## src/hw/rtl/rast_pkg.sv

```systemverilog
package rast_pkg;

    localparam int DEF_MAX_ELEMENTS = 1024;
    localparam int CMD_W = 2;
    localparam int IDX_W = 10;
    localparam int CNT_W = 11;
    localparam int VAL_W = 32;
    localparam int SUM_W = 64;
    localparam int CNT_RESET = 1024;

    localparam logic [CMD_W-1:0] CMD_QUERY = 2'd0;
    localparam logic [CMD_W-1:0] CMD_ADD   = 2'd1;
    localparam logic [CMD_W-1:0] CMD_CLEAR = 2'd2;

    typedef struct packed {
        logic load;
        logic clr_step;
        logic rd_node;
        logic calc;
        logic wr_node;
        logic chl_rd;
        logic chl_wr;
        logic chr_rd;
        logic chr_wr;
        logic descend;
        logic ret_step;
        logic emit;
    } ctrl_t;

    typedef struct packed {
        logic is_query;
        logic is_add;
        logic is_clear;
        logic range_ok;
        logic outside;
        logic full;
        logic leaf;
        logic q_nonzero;
        logic stack_empty;
        logic top_phase;
        logic clear_last;
    } stat_t;

endpackage

```

## src/hw/rtl/rast_ctrl.sv

```systemverilog
module rast_ctrl (
    input  logic            clk,
    input  logic            rst_n,
    input  logic            start,
    input  rast_pkg::stat_t stat,
    output rast_pkg::ctrl_t ctrl,
    output logic            busy
);
    import rast_pkg::*;

    localparam logic [3:0] S_CLEAR  = 4'd0;
    localparam logic [3:0] S_IDLE   = 4'd1;
    localparam logic [3:0] S_START  = 4'd2;
    localparam logic [3:0] S_VRD    = 4'd3;
    localparam logic [3:0] S_VMUL   = 4'd4;
    localparam logic [3:0] S_VWR    = 4'd5;
    localparam logic [3:0] S_CLRD   = 4'd6;
    localparam logic [3:0] S_CLWR   = 4'd7;
    localparam logic [3:0] S_CRRD   = 4'd8;
    localparam logic [3:0] S_CRWR   = 4'd9;
    localparam logic [3:0] S_DEC    = 4'd10;
    localparam logic [3:0] S_RET    = 4'd11;
    localparam logic [3:0] S_RESULT = 4'd12;

    logic [3:0] state_reg;
    logic [3:0] state_next;

    always_ff @(posedge clk or negedge rst_n)
    begin
        if (!rst_n)
        begin
            state_reg <= S_CLEAR;
        end
        else
        begin
            state_reg <= state_next;
        end
    end

    assign busy = (state_reg != S_IDLE);

    always_comb
    begin
        ctrl = '0;
        state_next = state_reg;
        case (state_reg)
            S_CLEAR:
            begin
                ctrl.clr_step = 1'b1;
                if (stat.clear_last)
                begin
                    state_next = S_IDLE;
                end
            end
            S_IDLE:
            begin
                if (start)
                begin
                    ctrl.load = 1'b1;
                    state_next = S_START;
                end
            end
            S_START:
            begin
                if (stat.is_clear)
                begin
                    state_next = S_CLEAR;
                end
                else if (stat.is_query && !stat.range_ok)
                begin
                    state_next = S_RESULT;
                end
                else if ((stat.is_query || stat.is_add) && stat.range_ok)
                begin
                    state_next = S_VRD;
                end
                else
                begin
                    state_next = S_IDLE;
                end
            end
            S_VRD:
            begin
                ctrl.rd_node = 1'b1;
                state_next = S_VMUL;
            end
            S_VMUL:
            begin
                ctrl.calc = 1'b1;
                state_next = S_VWR;
            end
            S_VWR:
            begin
                ctrl.wr_node = 1'b1;
                state_next = (!stat.leaf && stat.q_nonzero) ? S_CLRD : S_DEC;
            end
            S_CLRD:
            begin
                ctrl.chl_rd = 1'b1;
                state_next = S_CLWR;
            end
            S_CLWR:
            begin
                ctrl.chl_wr = 1'b1;
                state_next = S_CRRD;
            end
            S_CRRD:
            begin
                ctrl.chr_rd = 1'b1;
                state_next = S_CRWR;
            end
            S_CRWR:
            begin
                ctrl.chr_wr = 1'b1;
                state_next = S_DEC;
            end
            S_DEC:
            begin
                if (stat.outside || stat.full)
                begin
                    state_next = S_RET;
                end
                else
                begin
                    ctrl.descend = 1'b1;
                    state_next = S_VRD;
                end
            end
            S_RET:
            begin
                if (stat.stack_empty)
                begin
                    state_next = stat.is_query ? S_RESULT : S_IDLE;
                end
                else
                begin
                    ctrl.ret_step = 1'b1;
                    if (!stat.top_phase)
                    begin
                        state_next = S_VRD;
                    end
                end
            end
            S_RESULT:
            begin
                ctrl.emit = 1'b1;
                state_next = S_IDLE;
            end
            default:
            begin
                state_next = S_IDLE;
            end
        endcase
    end

endmodule

```

## config.mk

```make
export PLATFORM = sky130hd
export DESIGN_NAME = rast_ctrl
export DESIGN_NICKNAME = d
export VERILOG_FILES = /design/src/hw/rtl/rast_pkg.sv /design/src/hw/rtl/rast_ctrl.sv
export SDC_FILE = /design/constraint.sdc
export NUM_CORES = 1
export LEC_CHECK = 0
export ABC_AREA = 1
export BUFFER_PORTS_ARGS = -buffer_cell sky130_fd_sc_hd__buf_4
export CORE_MARGIN = 8
export CORE_UTILIZATION = 39
export DETAILED_ROUTE_END_ITERATION = 10
export GPL_TIMING_DRIVEN = 0
export HOLD_SLACK_MARGIN = 0.05
export PLACE_DENSITY = 0.79
export RECOVER_POWER = 25
export SLEW_MARGIN = 10
export SYNTH_ARGS = -nofsm -noshare
export SYNTH_HDL_FRONTEND = slang
export SYNTH_SLANG_ARGS = --single-unit
```

## constraint.sdc

```tcl
create_clock -name clk -period 1.2 [get_ports clk]
set_clock_uncertainty 0.15 [all_clocks]
set_input_delay 0.12 -clock clk [delete_from_list [all_inputs] [get_ports clk]]
set_output_delay 0.12 -clock clk [all_outputs]
set_load 0.1 [all_outputs]
```

==> reports/metrics.yaml <==
final_cell_mix: "buf_4, nand2_1, buf_12, nor2_4, inv_1"
power_frac_seq_pct: 9.5
die-area_mm2: 0.002755
status: "finished, violations left"
ys_seq_area_share_pct: 19.28
critPathRequiredTime_ns: 0.93
p_leak_nw: 0.5752
path_clk_slew_ns: 0.04
wire_per_inst_um: 19.53
row_count: 13
crit_path_end: "ctrl[2]"
fp.dieW_um: 52.49
ant_nets: 0
period_share_pct: 136.4
violations: "negative setup slack"
place_inst: 125
fin_nets: 145
grt_overflow: 0
r2r_start: "state_reg[1]$_DFFE_PN0P_"
irDropWorstVdd_mv: 2.199
place_ws_ns: -0.3012
rsz0062_at_grt: "yes"
finalInstanceArea_mm2: 0.001206
grt.total_usage_pct: 15.28
vias: 807
syn_avg_cell_area_um2: 6.182
fin_ws_ns: -0.4370
hold_violations: 0
cts_buffers: 3
drc_errors: 0
p_switching_w: 0.001976
dr.pass1.iters: 4
cp-startpoint: "state_reg[0]$_DFFE_PN0P_"
clock_latency_ns: 0.23
post-dp-hpwl_um: 1230
pwr-share-comb_pct: 85.7
netlist_instances: 84
htreeDepth: 1
vias_per_cell: 5.604
rr_endpoint: "state_reg[0]$_DFFE_PN0P_"
ys_warn_count: 0
die_h_um: 52.49
slew_headroom_pct: 81.38
start_util_pct: 40.93
synth_area_um2: 519.2
io_buffer_count: 26
clkPwrFrac_pct: 4.9
syn-num-nets: 98
cts_tree: "done"
synth-seq-cells: 4
clock-sinks: 4
synth_top_area_cell: "dfrtp_1"
p_int_w: 0.001331
hp-class: "in -> async"
path_max_fanout: 4
synth.area.top_cells: "dfrtp_1, nand2_1, nand2_4"
crit_arrival_ns: 1.37
power_density_mw_per_mm2: 2742
syn_to_final_growth_pct: 132.3
drive_gt1_share_pct: 65.89
placed_cell_area_um2: 809.5
stdcell_count: 144
coreArea_mm2: 0.001269
max-cap-violations: 0
critPathLaunchType: "register"
antennaDiodeCount: 0
drt_iter0_markers: 29
crit_type: "reg -> out"
grt_pass1_wl_um: 3167
routed_wirelength_um: 2813
ys_types: 19
p_total_w: 0.003307
fin_crit_ns: 1.637
antenna_found_initial: 0
ios: 27
root_buffer: "clkbuf_4"
clockBufferDepth: 2
final_common_cell: "buf_4"
r2r_cells: 9
gp_congestion: 0.8218
grt_max_degree: 6
grt_pass1_vias: 736
sw_frac_of_total_pct: 59.76
finalMaxSlewViolations: 0
largest_register_ffs: 4
end_kind: "output pin"
yosys.area.top_type_share_pct: 19.28
setup_viol: 17
tightest_slew_ns: 0.2763
fmax_mhz: 610.9
r2r_slack_ns: -0.36
[stage by stage]
stage               util, %  TNS, ns  hold slack (ns)
global route          95.07   -6.499           0.1084
finish                95.07   -5.733          0.08562
global placement      63.81   -2.537          -0.2348
detailed placement    63.81   -2.873          -0.2338
floorplan                 -   -6.941          -0.3256
CTS                   87.87   -5.002          0.06347
[cell families after synthesis]
| group | count (synthesis) | share of synthesized area [%] |
|---|---|---|
| flip-flops | 4 | 19.28 |
| AO/OA/AOI/OAI | 6 | 7.228 |
| AND/OR/NAND/NOR | 57 | 60.96 |
| buffers and inverters | 17 | 12.53 |
[cell type report]
| class | instances | area, µm² |
|---|---|---|
| multi-input cells | 63 | 469.2 |
| repair buffers | 42 | 509.2 |
| flip-flops and latches | 4 | 105.1 |
| fillers | 34 | 62.56 |
| well taps | 15 | 18.77 |
| inverters | 17 | 81.33 |
| clock buffers | 3 | 22.52 |
[worst max-delay path, stage by stage, from the launching register on]
cell	delay, ns
dfrtp_2	0.45
inv_4	0.10
nand2_4	0.08
nor4_4	0.24
buf_6	0.27
[per-layer routing]
metal	GRT usage [%]	vias up	part of all wire, %
li1	-	346	-
met1	15.11	379	35
met2	29.05	64	51
met3	1.420	18	7.2
met4	9.914	0	6.9
met5	0	-	0
[what timing repair did]
action | 4_1_cts | 5_1_grt
setup endpoints to repair | 17 | 17
hold buffers | 3 | 0
gates resized for setup | 43 | 14
setup buffers | 8 | 5
gates cloned | 0 | 0
hold endpoints to repair | 5 | 0
pin swaps | 6 | 10
[power groups by stage]
stage | sequential, W | combinational (W) | clock, W
after floorplan | 0.000273 | 0.00157 | 0
after detailed placement | 0.000294 | 0.00188 | 0
final | 0.000313 | 0.00283 | 0.000161
after global routing | 0.000311 | 0.00296 | 0.000178
after CTS | 0.000286 | 0.00243 | 0.000168
after global placement | 0.000289 | 0.00187 | 0
[worst min path at each step]
stage / to / start
CTS: state_reg[3]$_DFFE_PN0P_ / rst_n
finish: state_reg[1]$_DFFE_PN0P_ / rst_n
global placement: state_reg[2]$_DFFE_PN0P_ / rst_n
floorplan: state_reg[0]$_DFFE_PN0P_ / rst_n
global route: state_reg[1]$_DFFE_PN0P_ / rst_n
detailed placement: state_reg[2]$_DFFE_PN0P_ / rst_n
[Yosys cell counts]
cell type,n
nor2_4,3
dfrtp_1,4
a21oi_1,2
nor2_1,13
nand3_2,1
o21ai_2,2
o21ai_1,1
o21ai_0,1
inv_1,10
nor2_2,4
nand4_1,1
nand2_4,5
inv_2,6
nand2_1,18
nand2_2,6
nor4_1,1
nand3_1,4
clkinv_2,1
nor3_1,1
(Power assumes the default switching activity.)
